--- src/sv/distance_constraint_solver_2d_assert.svh ---
// Assertion macros used by the distance constraint solver top level.
`ifndef DISTANCE_CONSTRAINT_SOLVER_2D_ASSERT_SVH
`define DISTANCE_CONSTRAINT_SOLVER_2D_ASSERT_SVH

// Same-cycle implication, checked on i_clk with reset masking.
`define DCS_ASSERT_IMP(lbl, ante, cons) \
    lbl: assert property (@(posedge i_clk) disable iff (!i_rst_n) (ante) |-> (cons)) \
        else $error("distance constraint solver check failed");

// Next-cycle implication, checked on i_clk with reset masking.
`define DCS_ASSERT_NEXT(lbl, ante, cons) \
    lbl: assert property (@(posedge i_clk) disable iff (!i_rst_n) (ante) |=> (cons)) \
        else $error("distance constraint solver check failed");

`endif

--- src/sv/dcs_pkg.sv ---
// Shared widths, codes, latencies and types of the distance constraint solver.
package dcs_pkg;

    localparam int POS_W    = 32;
    localparam int MASS_W   = 16;
    localparam int DIFF_W   = POS_W + 1;
    localparam int MAG_W    = POS_W + 1;
    localparam int SH_W     = 31;
    localparam int SHIFT_W  = 2;
    localparam int SQ_W     = 2 * SH_W + 1;
    localparam int ROOT_W   = (SQ_W + 1) / 2;
    localparam int UNIT_Q   = 30;
    localparam int QUOT_W   = UNIT_Q + 1;
    localparam int UDEND_W  = SH_W + UNIT_Q;
    localparam int TOT_W    = MASS_W + 1;
    localparam int MDEND_W  = MASS_W + UNIT_Q;
    localparam int RATIO_Q  = 16;
    localparam int RATIO_W  = RATIO_Q + 1;
    localparam int RATIO_SH = UNIT_Q - RATIO_Q;
    localparam int REST_W   = 31;
    localparam int GAIN_W   = 17;
    localparam int GAIN_Q   = 16;
    localparam int LEN_W    = ROOT_W + 2;
    localparam int NUM_W    = LEN_W + 1;
    localparam int NMAG_W   = LEN_W;
    localparam int BASE_W   = NMAG_W;
    localparam int FULL_W   = BASE_W + 1;
    localparam int CORR_W   = FULL_W;
    localparam int SUM_W    = CORR_W + 2;

    localparam int MIN_LENGTH_LSB = 7;

    localparam int CFG_IDX_W  = 2;
    localparam int CFG_DATA_W = 32;
    localparam logic [CFG_IDX_W-1:0] CFG_REST_LENGTH    = 2'd0;
    localparam logic [CFG_IDX_W-1:0] CFG_STIFFNESS_GAIN = 2'd1;
    localparam logic [CFG_IDX_W-1:0] CFG_ENABLE         = 2'd2;

    localparam logic [GAIN_W-1:0]  GAIN_ONE   = GAIN_W'(65536);
    localparam logic [RATIO_W-1:0] RATIO_HALF = RATIO_W'(32768);

    localparam int FRONT_LAT = 5;
    localparam int SQRT_LAT  = ROOT_W;
    localparam int DIV_LAT   = QUOT_W;
    localparam int CORR_LAT  = 7;
    localparam int ITEM_LAT  = FRONT_LAT + SQRT_LAT + DIV_LAT;
    localparam int MASS_TAP  = FRONT_LAT + SQRT_LAT - 1;

    typedef struct packed {
        logic signed [POS_W-1:0] a_x;
        logic signed [POS_W-1:0] a_y;
        logic signed [POS_W-1:0] b_x;
        logic signed [POS_W-1:0] b_y;
        logic [MASS_W-1:0]       a_mass;
        logic [MASS_W-1:0]       b_mass;
        logic                    a_pinned;
        logic                    b_pinned;
    } t_item;

    typedef struct packed {
        logic [SH_W-1:0]    sx;
        logic [SH_W-1:0]    sy;
        logic [SHIFT_W-1:0] s;
        logic               neg_x;
        logic               neg_y;
    } t_geom;

    typedef struct packed {
        logic [SQ_W-1:0] n;
        t_geom           geom;
    } t_front;

    typedef struct packed {
        logic [ROOT_W-1:0]  root;
        logic [SHIFT_W-1:0] s;
        logic               neg_x;
        logic               neg_y;
    } t_post;

    typedef struct packed {
        logic [REST_W-1:0] rest_length;
        logic [GAIN_W-1:0] stiffness_gain;
        logic              enable;
    } t_cfg;

    typedef struct packed {
        logic signed [POS_W-1:0] new_a_x;
        logic signed [POS_W-1:0] new_a_y;
        logic signed [POS_W-1:0] new_b_x;
        logic signed [POS_W-1:0] new_b_y;
        logic                    applied;
        logic                    saturated;
    } t_result;

endpackage

--- src/sv/dcs_divide.sv ---
// Pipelined restoring divider, one quotient bit per stage.
module dcs_divide #(
    parameter int DEND_W = dcs_pkg::UDEND_W,
    parameter int DSOR_W = dcs_pkg::ROOT_W,
    parameter int QUOT_W = dcs_pkg::QUOT_W
) (
    input  logic              i_clk,
    input  logic [DEND_W-1:0] i_dividend,
    input  logic [DSOR_W-1:0] i_divisor,
    output logic [QUOT_W-1:0] o_quot
);

    // The upper dividend bits are known to be below the divisor, so only
    // QUOT_W quotient bits are developed.
    logic [DSOR_W-1:0] r_rem  [QUOT_W];
    logic [QUOT_W-1:0] r_work [QUOT_W];
    logic [DSOR_W-1:0] r_dsor [QUOT_W];

    genvar k;
    for (k = 0; k < QUOT_W; k++) begin : g_step
        logic [DSOR_W-1:0] rem_in, dsor_in;
        logic [QUOT_W-1:0] work_in;
        logic [DSOR_W:0]   shifted, diff;

        if (k == 0) begin : g_first
            assign rem_in  = DSOR_W'(i_dividend[DEND_W-1:QUOT_W]);
            assign work_in = i_dividend[QUOT_W-1:0];
            assign dsor_in = i_divisor;
        end else begin : g_next
            assign rem_in  = r_rem[k-1];
            assign work_in = r_work[k-1];
            assign dsor_in = r_dsor[k-1];
        end

        assign shifted = {rem_in, work_in[QUOT_W-1]};
        assign diff    = shifted - {1'b0, dsor_in};

        always_ff @(posedge i_clk) begin
            if (shifted >= {1'b0, dsor_in}) begin
                r_rem[k]  <= diff[DSOR_W-1:0];
                r_work[k] <= {work_in[QUOT_W-2:0], 1'b1};
            end else begin
                r_rem[k]  <= shifted[DSOR_W-1:0];
                r_work[k] <= {work_in[QUOT_W-2:0], 1'b0};
            end
            r_dsor[k] <= dsor_in;
        end
    end

    assign o_quot = r_work[QUOT_W-1];

endmodule

--- config.mk ---
export PLATFORM = sky130hd
export DESIGN_NAME = dcs_divide
export DESIGN_NICKNAME = d
export VERILOG_FILES = /design/src/sv/distance_constraint_solver_2d_assert.svh /design/src/sv/dcs_pkg.sv /design/src/sv/dcs_divide.sv
export SDC_FILE = /design/constraint.sdc
export NUM_CORES = 2
export LEC_CHECK = 0
export BUFFER_PORTS_ARGS = -buffer_cell sky130_fd_sc_hd__buf_4
export CAP_MARGIN = 5
export CORE_MARGIN = 2
export CORE_UTILIZATION = 45
export CTS_BUF_LIST = sky130_fd_sc_hd__clkbuf_4
export DETAILED_ROUTE_END_ITERATION = 10
export PLACE_DENSITY = 0.68
export SLEW_MARGIN = 20
export SYNTH_ARGS = -nofsm -noshare
export SYNTH_HDL_FRONTEND = slang
export SYNTH_SLANG_ARGS = --single-unit
export TNS_END_PERCENT = 5
--- constraint.sdc ---
create_clock -name i_clk -period 5.1 [get_ports i_clk]
set_clock_uncertainty 0.1 [all_clocks]
set_input_delay 0.765 -clock i_clk [delete_from_list [all_inputs] [get_ports i_clk]]
set_output_delay 0.765 -clock i_clk [all_outputs]
set_load 0.02 [all_outputs]
# [Word-level counts from Yosys, hierarchy flattened]
# Memory sizes are Yosys's and may differ from the RTL's.
# Index checks and enable logic that the tools add are counted.
[word_totals] input_bits=94 ramBits=2945 romBits=0 word_cells=282 mem_count=3 output_inout_bits=31 regBits=0 latch_bits=0
[op_classes] bitwise_logic=62 eq_ne=0 n_mux=155 n_lt_le_gt_ge=31 shifts=0 div=0 n_reduce_logical=0 addsub=31 mul=0
[memory_table] name="r_dsor" words=31 width=32 rd=30 rd_ports_with_merged_regs=0 wr=31 line_no="dcs_divide.sv:17" text="logic [DSOR_W-1:0] r_dsor [QUOT_W];"
[memory_table] name="r_rem" words=31 width=32 rd=30 rd_ports_with_merged_regs=0 wr=31 line_no="dcs_divide.sv:15" text="logic [DSOR_W-1:0] r_rem [QUOT_W];"
[memory_table] name="r_work" words=31 width=31 rd=31 rd_ports_with_merged_regs=0 wr=31 line_no="dcs_divide.sv:16" text="logic [QUOT_W-1:0] r_work [QUOT_W];"
[op_table] cell="two-way mux 32 bit" count=31
[op_table] cell="greater-or-equal comparator 33 x 32 -> 1 bit" count=30
[op_table] cell="two-way mux 31 bit" count=31
[op_table] cell="subtractor 32 bit" count=30
[op_table] cell="two-way mux 1 bit" count=93
[op_table] cell="bitwise OR 1 bit" count=62
[op_table] cell="greater-or-equal comparator 31 x 32 -> 1 bit" count=1
[op_table] cell="subtractor 31 x 32 -> 32 bit" count=1

# [Depth between registers and ports, before layout]
# An unclocked memory read counts as a cell.
[depth] depth_word=5 ltp_mapped=16 depth_no_buf=15

# [Worst setup path before layout]
# Ideal clock, no wire load.
[synth_timing] kind="input port to flip-flop" from="in i_dividend[30]" to="mem r_rem[0][10] (netlist name)" required_ps=4879 arrival_time_ps=3747 path_buffers=1 setup_time_ps=121 path_stages=14 slack_ps=1132 cell_sequence="inv_1 -> ha_1 -> inv_1 -> fa_1 -> a21oi_1 -> o21ai_0 -> a2111oi_0 -> nor2_1 -> a211oi_1 -> o41ai_1 -> a21oi_1 -> a311oi_2 -> clkbuf_1 -> mux2_2"
[synth_rtl] item="from (decl)" line_no="dcs_divide.sv:8" text="input logic [DEND_W-1:0] i_dividend,"
[synth_rtl] item="to (decl)" line_no="dcs_divide.sv:15"

==> metrics.md <==
| Metric | Value |
|---|---|
| Highest routing layer actually used | `met5` |
| Root Driver | `clkbuf_4` |
| Synth cell count leaders | `dfxtp_1 (2881), inv_1 (1232), a21oi_1 (997)` |
| Max VDD drop | `608 uV` |
| Synthesized flop and latch total | `2881` |
| Initial DRC count | `4747` |
| Top post-synthesis cells by area | `dfxtp_1 (48%), ha_1 (10%), a21oi_1 (4.2%)` |
| Worst path arrival time | `6220 ps` |
| CP max FO | `15` |
| Register area share after synthesis | `0.482` |
| Area Growth Syn to Fin | `13.3%` |
| Vias in the first global route | `86400` |
| Post-DR wirelength/cell | `15.8 um` |
| Total wire length | `272000 um` |
| Worst-Margin Slew | `1240 ps` |
| Met2 WL | `134000 um` |
| Initial antenna violation count | `5` |
| Final Hold Fails | `0` |
| Number of fill cells | `24700` |
| First-pass GRT wire length | `437000 um` |
| Tot GR Track Use | `0.196` |
| M1 WL | `115000 um` |
| CP max stage cell | `dlygate4sd3_1` |
| Cell mode on critical path | `dlygate4sd3_1` |
| Status | `finished clean` |
| # IOs | `125` |
| CTS Buf Count | `725` |
| Vias | `87800` |
| Area leader, netlist | `dfxtp_1` |
| Worst path required time | `6330 ps` |
| Placer Congestion | `0.913` |
| Layout cell share with drive strength beyond 1 | `0.124` |
| Post-DP Area | `0.125 mm2` |
| Met3 Wirelength | `12500 um` |
| Power Density | `706 mW/mm2` |
| Final #Nets | `14300` |
| Reg clk slew, reported paths | `70 ps` |
| HP Class | `reg -> reg` |
| H-Tree Depth | `6` |
| Worst Setup End Kind | `register` |
| Slew margin rel. | `0.165` |
| Number of synthesized flops with an enable pin | `0` |
| Clk buf depth | `4` |
| Post-synth top area share | `0.482` |
| Chip width | `520 um` |
| Max Freq | `0.200 GHz` |
| Mapped Area | `0.120 mm2` |
| Cell with the most instances after synthesis | `dfxtp_1` |
| Std-Cell Rows | `189` |
| Max cap viols | `0` |
| Vias/cell | `5.09` |
| CTS tree | `done` |
| Post-Syn Instances | `12400` |
| Tmin final | `4990 ps` |
| TritonRoute pass-1 iters | `9` |
| Slew Limit Fails | `0` |
| Syn_nets | `13500` |
| Initial Utilization | `0.452` |
| Startpoint Class | `primary input` |
| Pleak | `63.3 nW` |
| Largest net degree at the start of global routing | `65` |
| Final Instance Area | `0.136 mm2` |
| Die area | `0.270 mm2` |
| Async set or reset register ratio after synthesis | `0` |
| Largest stage delay, worst path | `600 ps` |
| Core area | `0.265 mm2` |
| Period utilisation layout | `0.979` |
| Multi-input gate area | `0.0564 mm2` |
| Setup violations, final | `0` |
| Mapped Avg Cell Area | `9.69 um2` |
| Design Power | `0.0959 W` |
| Gr ovfl total | `0` |
| IO buf count | `124` |
| Register area | `0.0577 mm2` |
| Routed Antenna Nets | `0` |
| Drt drc | `0` |
| Synth unique cells | `95` |
| Clock Latency Late Sink | `1530 ps` |
| Post-detail-place hpwl | `205000 um` |
| Critical path cell sequence | `dlygate4sd3_1 > buf_4 > dlygate4sd3_1 > inv_1 > ha_1 > inv_1 > fa_1 > a21oi_1 > o21ai_0 > a2111oi_0 > nor2_1 > a211oi_2 > o41ai_1 > a21oi_1 > a311oi_4 > nor2_1 > dlygate4sd3_1 > a21oi_1 > dlygate4sd3_1` |
| Die Height | `520 um` |
| Ys flop type | `dfxtp_1` |
| Setup CP Type | `in -> reg` |
| Clock Sink Count | `2881` |
| Ys Warns | `0` |
-- cell type report --
| class | count | share of cell area |
|---|---|---|
| well taps | 3533 | 0.0326 |
| diodes | 5 | 0.0000922 |
| multi-input cells | 7948 | 0.416 |
| inverters | 1232 | 0.0341 |
| clock inverters | 271 | 0.0115 |
| repair buffers | 382 | 0.0260 |
| clock buffers | 996 | 0.0551 |
| flip-flops and latches | 2881 | 0.425 |
-- registers in the layout (all words and copies together) (netlist names) --
name	flops
r_rem	960
r_dsor	960
r_work	961
-- cells by family (layout without fill, tap and decap cells) --
| kind of cell | Yosys count | after routing | synth area share |
|---|---|---|---|
| xor+xnor | 807 | 807 | 0.0590 |
| flops | 2881 | 2881 | 0.482 |
| buf+inv | 1530 | 2881 | 0.0489 |
| mux | 365 | 365 | 0.0341 |
| fa+ha+maj | 1021 | 1021 | 0.109 |
| other cells | 0 | 5 | 0 |
| simple gates | 2541 | 2541 | 0.100 |
| compound gates | 3214 | 3214 | 0.167 |
-- layer usage --
layer | track usage | vias up
li1 | - | 44700
met5 | 0 | -
met3 | 0.0312 | 625
met1 | 0.233 | 40400
met2 | 0.349 | 2038
met4 | 0.0849 | 2
-- critical path, delay by kind of cell --
kind            cells  cell delay, ps
compound gates      8            1900
buf+inv             7            2550
simple gates        2             370
fa+ha+maj           2             600
-- final timing paths --
path	from	to	depth (start not counted)	slack, ps
worst max-delay path	i_dividend[30]	r_rem[0][25]$_DFF_P_	19	110
worst min-delay path	r_work[1][89]$_DFF_P_	r_work[1][121]$_DFF_P_	0	140
worst max register to register	r_dsor[0][321]$_DFF_P_	r_rem[0][369]$_DFF_P_	14	730
worst min register to register	r_work[1][89]$_DFF_P_	r_work[1][121]$_DFF_P_	0	140
-- per-stage QoR --
step                setup WS (ps)   util  setup TNS [ps]  std cells  hold slack, ps
floorplan                    1130      -               0      12400             210
global placement              491  0.470               0      15800             210
detailed placement            394  0.470               0      15800             212
CTS                           119  0.512               0      17200            30.2
global route               -0.873  0.512          -0.873      17200            86.9
finish                        109  0.512               0      17200             137
-- what timing repair did --
item	CTS	global route
endpoints found under the hold margin	95	0
setup endpoints to repair	0	24
hold buffers	211	0
setup buffers	0	1
resized for setup	0	1
-- placed cells by master, fill, tap and decap left out, types with 36 or more instances in the layout --
cell	netlist	routed
dlygate4sd3_1	0	211
mux2_2	316	316
nor2_1	578	578
o31a_1	40	40
xnor2_1	472	472
inv_1	1232	1232
ha_1	991	991
a21oi_1	997	996
or3_1	39	39
dfxtp_1	2881	2881
nor2b_1	131	131
o21bai_1	122	122
and3_1	97	97
clkinv_2	0	41
nand2b_1	133	133
a21o_1	510	510
a21boi_0	39	39
nand2_1	902	902
o21ai_0	805	805
o31ai_1	61	60
xor2_1	335	335
a31o_2	36	36
clkbuf_4	0	996
clkinv_1	0	168
a211oi_1	60	56
nand4_1	163	163
a31oi_1	100	99
nand3_1	195	195
buf_4	1	160
o21a_1	112	112
nor3_1	109	109
-- power breakdown --
| group | switching (W) | internal (W) | total [W] |
|---|---|---|---|
| clock network | 0.00929 | 0.00957 | 0.0189 |
| registers | 0.00386 | 0.0294 | 0.0332 |
| logic | 0.0241 | 0.0197 | 0.0438 |
| total | 0.0372 | 0.0587 | 0.0959 |
(Power assumes the default switching activity.)
