**config.mk**
```make
export PLATFORM = sky130hd
export DESIGN_NAME = dcs_front
export DESIGN_NICKNAME = d
export VERILOG_FILES = /design/src/sv/distance_constraint_solver_2d_assert.svh /design/src/sv/dcs_pkg.sv /design/src/sv/dcs_front.sv
export SDC_FILE = /design/constraint.sdc
export NUM_CORES = 2
export LEC_CHECK = 0
export BUFFER_PORTS_ARGS = -buffer_cell sky130_fd_sc_hd__buf_2
export CAP_MARGIN = 20
export CORE_AREA = 5 5 549 280
export DETAILED_ROUTE_END_ITERATION = 12
export DIE_AREA = 0 0 554 285
export PLACE_DENSITY = 0.71
export SYNTH_ARGS = -nofsm -noshare
export SYNTH_HDL_FRONTEND = slang
export SYNTH_SLANG_ARGS = --single-unit
```
**constraint.sdc**
```tcl
create_clock -name i_clk -period 15.3 [get_ports i_clk]
set_input_delay 3.06 -clock i_clk [delete_from_list [all_inputs] [get_ports i_clk]]
set_output_delay 3.06 -clock i_clk [all_outputs]
set_load 0.1 [all_outputs]
```
**src/sv/distance_constraint_solver_2d_assert.svh**
```systemverilog
// Assertion macros used by the distance constraint solver top level.
`ifndef DISTANCE_CONSTRAINT_SOLVER_2D_ASSERT_SVH
`define DISTANCE_CONSTRAINT_SOLVER_2D_ASSERT_SVH

// Same-cycle implication, checked on i_clk with reset masking.
`define DCS_ASSERT_IMP(lbl, ante, cons) \
    lbl: assert property (@(posedge i_clk) disable iff (!i_rst_n) (ante) |-> (cons)) \
        else $error("distance constraint solver check failed");

// Next-cycle implication, checked on i_clk with reset masking.
`define DCS_ASSERT_NEXT(lbl, ante, cons) \
    lbl: assert property (@(posedge i_clk) disable iff (!i_rst_n) (ante) |=> (cons)) \
        else $error("distance constraint solver check failed");

`endif

```
**src/sv/dcs_pkg.sv**
```systemverilog
// Shared widths, codes, latencies and types of the distance constraint solver.
package dcs_pkg;

    localparam int POS_W    = 32;
    localparam int MASS_W   = 16;
    localparam int DIFF_W   = POS_W + 1;
    localparam int MAG_W    = POS_W + 1;
    localparam int SH_W     = 31;
    localparam int SHIFT_W  = 2;
    localparam int SQ_W     = 2 * SH_W + 1;
    localparam int ROOT_W   = (SQ_W + 1) / 2;
    localparam int UNIT_Q   = 30;
    localparam int QUOT_W   = UNIT_Q + 1;
    localparam int UDEND_W  = SH_W + UNIT_Q;
    localparam int TOT_W    = MASS_W + 1;
    localparam int MDEND_W  = MASS_W + UNIT_Q;
    localparam int RATIO_Q  = 16;
    localparam int RATIO_W  = RATIO_Q + 1;
    localparam int RATIO_SH = UNIT_Q - RATIO_Q;
    localparam int REST_W   = 31;
    localparam int GAIN_W   = 17;
    localparam int GAIN_Q   = 16;
    localparam int LEN_W    = ROOT_W + 2;
    localparam int NUM_W    = LEN_W + 1;
    localparam int NMAG_W   = LEN_W;
    localparam int BASE_W   = NMAG_W;
    localparam int FULL_W   = BASE_W + 1;
    localparam int CORR_W   = FULL_W;
    localparam int SUM_W    = CORR_W + 2;

    localparam int MIN_LENGTH_LSB = 7;

    localparam int CFG_IDX_W  = 2;
    localparam int CFG_DATA_W = 32;
    localparam logic [CFG_IDX_W-1:0] CFG_REST_LENGTH    = 2'd0;
    localparam logic [CFG_IDX_W-1:0] CFG_STIFFNESS_GAIN = 2'd1;
    localparam logic [CFG_IDX_W-1:0] CFG_ENABLE         = 2'd2;

    localparam logic [GAIN_W-1:0]  GAIN_ONE   = GAIN_W'(65536);
    localparam logic [RATIO_W-1:0] RATIO_HALF = RATIO_W'(32768);

    localparam int FRONT_LAT = 5;
    localparam int SQRT_LAT  = ROOT_W;
    localparam int DIV_LAT   = QUOT_W;
    localparam int CORR_LAT  = 7;
    localparam int ITEM_LAT  = FRONT_LAT + SQRT_LAT + DIV_LAT;
    localparam int MASS_TAP  = FRONT_LAT + SQRT_LAT - 1;

    typedef struct packed {
        logic signed [POS_W-1:0] a_x;
        logic signed [POS_W-1:0] a_y;
        logic signed [POS_W-1:0] b_x;
        logic signed [POS_W-1:0] b_y;
        logic [MASS_W-1:0]       a_mass;
        logic [MASS_W-1:0]       b_mass;
        logic                    a_pinned;
        logic                    b_pinned;
    } t_item;

    typedef struct packed {
        logic [SH_W-1:0]    sx;
        logic [SH_W-1:0]    sy;
        logic [SHIFT_W-1:0] s;
        logic               neg_x;
        logic               neg_y;
    } t_geom;

    typedef struct packed {
        logic [SQ_W-1:0] n;
        t_geom           geom;
    } t_front;

    typedef struct packed {
        logic [ROOT_W-1:0]  root;
        logic [SHIFT_W-1:0] s;
        logic               neg_x;
        logic               neg_y;
    } t_post;

    typedef struct packed {
        logic [REST_W-1:0] rest_length;
        logic [GAIN_W-1:0] stiffness_gain;
        logic              enable;
    } t_cfg;

    typedef struct packed {
        logic signed [POS_W-1:0] new_a_x;
        logic signed [POS_W-1:0] new_a_y;
        logic signed [POS_W-1:0] new_b_x;
        logic signed [POS_W-1:0] new_b_y;
        logic                    applied;
        logic                    saturated;
    } t_result;

endpackage

```
**src/sv/dcs_front.sv**
```systemverilog
// Front end: differences, magnitudes, range shift, squares and their sum.
module dcs_front (
    input  logic                            i_clk,
    input  logic signed [dcs_pkg::POS_W-1:0] i_a_x,
    input  logic signed [dcs_pkg::POS_W-1:0] i_a_y,
    input  logic signed [dcs_pkg::POS_W-1:0] i_b_x,
    input  logic signed [dcs_pkg::POS_W-1:0] i_b_y,
    output dcs_pkg::t_front                 o_front
);

    logic signed [dcs_pkg::DIFF_W-1:0] r_dx, r_dy;
    logic [dcs_pkg::MAG_W-1:0]         r_ux, r_uy;
    logic                              r2_negx, r2_negy;
    dcs_pkg::t_geom                    r3_geom, r4_geom, r5_geom;
    logic [2*dcs_pkg::SH_W-1:0]        r_sqx, r_sqy;
    logic [dcs_pkg::SQ_W-1:0]          r_n;
    logic [dcs_pkg::SHIFT_W-1:0]       s_sel;

    // The scaled magnitudes must stay below 2^31 before squaring.
    always_comb begin
        if (r_ux[dcs_pkg::MAG_W-1] || r_uy[dcs_pkg::MAG_W-1]) begin
            s_sel = dcs_pkg::SHIFT_W'(2);
        end else if (r_ux[dcs_pkg::MAG_W-2] || r_uy[dcs_pkg::MAG_W-2]) begin
            s_sel = dcs_pkg::SHIFT_W'(1);
        end else begin
            s_sel = dcs_pkg::SHIFT_W'(0);
        end
    end

    always_ff @(posedge i_clk) begin
        r_dx    <= dcs_pkg::DIFF_W'(i_b_x) - dcs_pkg::DIFF_W'(i_a_x);
        r_dy    <= dcs_pkg::DIFF_W'(i_b_y) - dcs_pkg::DIFF_W'(i_a_y);
        r_ux    <= r_dx[dcs_pkg::DIFF_W-1] ? dcs_pkg::MAG_W'(-r_dx) : dcs_pkg::MAG_W'(r_dx);
        r_uy    <= r_dy[dcs_pkg::DIFF_W-1] ? dcs_pkg::MAG_W'(-r_dy) : dcs_pkg::MAG_W'(r_dy);
        r2_negx <= r_dx[dcs_pkg::DIFF_W-1];
        r2_negy <= r_dy[dcs_pkg::DIFF_W-1];
        r3_geom.sx    <= dcs_pkg::SH_W'(r_ux >> s_sel);
        r3_geom.sy    <= dcs_pkg::SH_W'(r_uy >> s_sel);
        r3_geom.s     <= s_sel;
        r3_geom.neg_x <= r2_negx;
        r3_geom.neg_y <= r2_negy;
        r_sqx   <= r3_geom.sx * r3_geom.sx;
        r_sqy   <= r3_geom.sy * r3_geom.sy;
        r4_geom <= r3_geom;
        r_n     <= dcs_pkg::SQ_W'(r_sqx) + dcs_pkg::SQ_W'(r_sqy);
        r5_geom <= r4_geom;
    end

    assign o_front.n    = r_n;
    assign o_front.geom = r5_geom;

endmodule

```
-- Word level (Yosys, flattened, before mapping)
Index checks and enable logic that the tools add are counted.
- register bits after elaboration: 519
- output and inout port bits: 129
- add/subtract/negate cells: 5
- reductions and logical operators: 2
- multipliers: 2
- shift operators: 2
- muxes and demuxes: 4
- operators by type and width (operator ; number):
    31-bit by 31-bit multiplier with 62-bit output ; 2
    33-bit negator ; 2
    33-bit by 2-bit >> shifter with 31-bit output ; 2
    32-bit by 32-bit subtractor with 33-bit output ; 2
    32-bit 2-to-1 mux ; 2
    62-bit by 62-bit adder with 63-bit output ; 1
    1-bit logical OR ; 2
    2-bit 2-to-1 mux ; 1
    1-bit 2-to-1 mux ; 1

-- Depth between registers and ports, before layout
- word-level depth: 4
- depth in mapped cells: 31
- depth with buffers taken out: 29

-- Worst setup path after synthesis
Ideal clock, no wire load.
- path kind: register -> register
- from: reg r3_geom[8] in the netlist's numbering
- to: reg r_sqy[60] in the netlist's numbering
- cell stages (with the launch flop): 28
- required time: 15.181 ns
- clock period less this slack: 7.750 ns
- setup slack: 7.550 ns
- arrival: 7.631 ns
- path buffers: 3
- cells stage by stage: dfxtp_1 -> clkbuf_1 -> clkbuf_1 -> nand2_1 -> fa_1 -> inv_1 -> fa_1 -> fa_1 -> inv_1 -> fa_1 -> inv_1 -> fa_1 -> inv_1 -> fa_1 -> inv_1 -> fa_1 -> fa_1 -> ha_1 -> clkbuf_1 -> a21oi_1 -> o21ai_0 -> o2111a_1 -> o311a_1 -> nor4_1 -> o31a_1 -> o311ai_0 -> a31oi_1 -> xnor2_1
- cells in the longest elaborated chain, start to end: 1
- ends and longest elaborated chain (element ; line ; RTL):
    from (decl) ; dcs_front.sv:14 ; dcs_pkg::t_geom r3_geom, r4_geom, r5_geom;
    31-bit by 31-bit multiplier with 62-bit output ; dcs_front.sv:43 ; r_sqy <= r3_geom.sy * r3_geom.sy;
    to (signal assigned) ; dcs_front.sv:43 ;
    to (decl) ; dcs_front.sv:15 ; logic [2*dcs_pkg::SH_W-1:0] r_sqx, r_sqy;
Every way passes these cells.
A chain may end at the register's enable or synchronous reset.

-- Worst setup path in the final report
- from: reg r3_geom[59] in the netlist's numbering
- to: reg r_sqx[55] in the netlist's numbering
- cells in the longest elaborated chain, start to end: 1
- ends and longest elaborated chain (element ; line ; RTL):
    31-bit by 31-bit multiplier with 62-bit output ; dcs_front.sv:42 ; r_sqx <= r3_geom.sx * r3_geom.sx;
    to (signal assigned) ; dcs_front.sv:42 ;
    to (decl) ; dcs_front.sv:15 ;
Every way passes these cells.

==> impl_metrics.ini <==
[detailed_routing]
antenna_left = 0
remaining_drc_errors = 0
dr.pass1.iters = 5
wirelength_mm = 205
drtIter0Drc = 4387
vias = 52000
vias_per_cell = 5.28
wl_per_cell_um = 20.7

[clocking]
clock_path_buffers = 3
post_cts_resize_count = 0
holdBufCountCts = 0
clock_latency_ps = 670
clkSinkCount = 515
numCtsBuffers = 51
post_cts_buffers = 0
htree_levels = 2
clk_pin_slew_ps = 80
clock-root-buffer = clkbuf_16
cts_tree = yes

[critical_path]
crit_required_ps = 15890
rr_startpoint = r3_geom[59]$_DFF_P_
critPathMaxFanout = 17
r2r_setup_slack_ps = 6020
r2r_cells = 26
crit_type = flip-flop to flip-flop
critPathCaptureType = flip-flop
cp-start-kind = flip-flop
rr_endpoint = r_sqx[55]$_DFF_P_
critPathArrivalTime_ps = 9870

[sta]
drv_slew = 0
holdWs_ps = 318
skew_ps = 21.8
setup_violations = 0
max_freq_mhz = 108
worstMarginPinSlew_ps = 1060
maxSlewHeadroom_pct = 29.0
fin_crit_sh_pct = 60.7
setup_tns_ps = 0
post-route-min-period_ps = 9280
rsz0062_at_grt = false
hold_viol_final = 0

[yosys]
synth-seq-area-share_pct = 14.0
syn-cell-area_um2 = 73500
synth.net_count = 10000
syn_inst = 7725
ys_seq_elements = 515
synth_cell_types = 65
synth-main-ff-cell = dfxtp_1
synth.avg_cell_area_um2 = 9.51
async_reset_ff_share_pct = 0
yosys_warnings = 0
synth_edf_count = 0

[placement]
dpl_cell_area_um2 = 76800
finalWeightedCongestion = 0.992
io_buffers = 257
dp_hpwl_mm = 166

[global_route]
antenna_found_initial = 5
grt_pass1_wl_mm = 322
grt_max_degree = 64
grt_pass1_vias = 55300
grt_usage_pct = 26.3
grt.overflow.total = 0

[floorplanning]
fp.dieW_um = 554
rows = 100
initial_core_util_pct = 49.7
die_h_um = 285
dieArea_um2 = 158000
coreArea_um2 = 148000
io_pins = 258

[min_path]
hold_path.class = flip-flop to flip-flop
holdCritStartpoint = r4_geom[17]$_DFF_P_
hold-path-endpoint = o_front[17]$_DFF_P_
hold_depth = 0

[run_status]
status = finished clean

[final_layout]
num-fill-cells = 13400
nets = 10100
layout_commonest_cell = inv_1
post-route-util_pct = 53.2
drive_gt1_share_pct = 5.95
area_delta_synth_final_pct = 7.12
mostFrequentLayoutCells = 1951 x inv_1, 1498 x fa_1, 706 x nand2_1
final_area_um2 = 78700

[run]
max_cap_viol_count = 0
==> cells in the mapped netlist, drive strengths merged, types with 116 or more instances <==
master / instances / area, µm²
nand2: 706 / 2650
a21o: 156 / 1170
and2: 397 / 2480
fa: 1498 / 30000
o21ai: 217 / 1090
nor2: 175 / 659
a21oi: 242 / 1210
ha: 663 / 8300
xnor2: 218 / 1910
inv: 1951 / 7320
clkbuf: 269 / 1010
xor2: 116 / 1020
dfxtp: 515 / 10300
==> how the worst max path moves through the flow <==
| stage | slack, ps | startpoint | to | cells after the start |
|---|---|---|---|---|
| floorplan | 7550 | r3_geom[8]$_DFF_P_ | r_sqy[60]$_DFF_P_ | 27 |
| global placement | 6290 | r3_geom[59]$_DFF_P_ | r_sqx[55]$_DFF_P_ | 26 |
| detailed placement | 6230 | r3_geom[59]$_DFF_P_ | r_sqx[55]$_DFF_P_ | 26 |
| CTS | 6190 | r3_geom[59]$_DFF_P_ | r_sqx[55]$_DFF_P_ | 26 |
| global route | 5670 | r3_geom[59]$_DFF_P_ | r_sqx[55]$_DFF_P_ | 26 |
| finish | 6020 | r3_geom[59]$_DFF_P_ | r_sqx[55]$_DFF_P_ | 26 |
==> area by class of cell <==
class | count | area, µm² | share of cell area (%)
Tap cell | 1989 | 2490 | 3.16
Timing Repair Buffer | 328 | 1830 | 2.32
Antenna cell | 5 | 12.5 | 0.0159
Clock inverter | 29 | 474 | 0.602
Inverter | 1952 | 7330 | 9.31
Sequential cell | 515 | 10300 | 13.1
Clock buffer | 64 | 1440 | 1.82
Multi-Input combinational cell | 4984 | 54800 | 69.7
==> sequential cells by signal, summed over array words and instances (netlist names) <==
name,cells
r3_geom,66
r_dx,33
r_dy,33
r4_geom,64
r_n,63
r_sqy,61
r_sqx,61
r2_negy,1
r_ux,33
o_front,66
r_uy,33
r2_negx,1
==> metrics by stage <==
stage	cells	setup slack [ps]
5_1_grt	9861	5670
6_report	9866	6020
3_3_place_gp	9764	6290
2_1_floorplan	7725	7550
4_1_cts	9858	6190
3_5_place_dp	9765	6230
==> critical path: stages (launching register included) <==
cell	delay, ps
dfxtp_1	820
buf_4	440
and2_1	240
fa_1	460
fa_1	510
fa_1	540
inv_1	50
fa_1	500
inv_1	50
fa_1	550
fa_1	430
fa_1	490
inv_1	50
fa_1	480
inv_1	50
ha_1	450
and3_1	270
nand4_1	160
nor2_1	260
nand4_1	110
a211o_1	310
a31oi_1	390
o22ai_1	260
o31ai_1	690
a31oi_1	260
o21bai_1	210
xor2_1	140
==> layer usage <==
metal | wire length [µm] | GRT usage (%) | vias to the layer above
li1 | - | - | 23500
met1 | 95700 | 41.2 | 25700
met2 | 74900 | 33.8 | 2588
met3 | 29900 | 10.9 | 226
met4 | 4060 | 4.37 | 4
met5 | 27 | 0 | -
==> kinds of logic (layout without fill, tap and decap cells) <==
group | count (synthesis) | in the layout | share of synthesized area (%)
xor gates and xnor gates | 334 | 334 | 3.98
buffers and inverters | 2226 | 2373 | 11.4
DFF | 515 | 515 | 14.0
AOI/OAI and AO/OA | 864 | 864 | 7.35
other | 0 | 5 | 0
adders and majority gates | 2161 | 2161 | 52.1
and+or+nand+nor | 1559 | 1559 | 10.3
muxes | 66 | 66 | 0.902
Power is left out: the tool's default activity adds up to more than one toggle a clock period on the data nets, which glitch-free logic cannot reach.
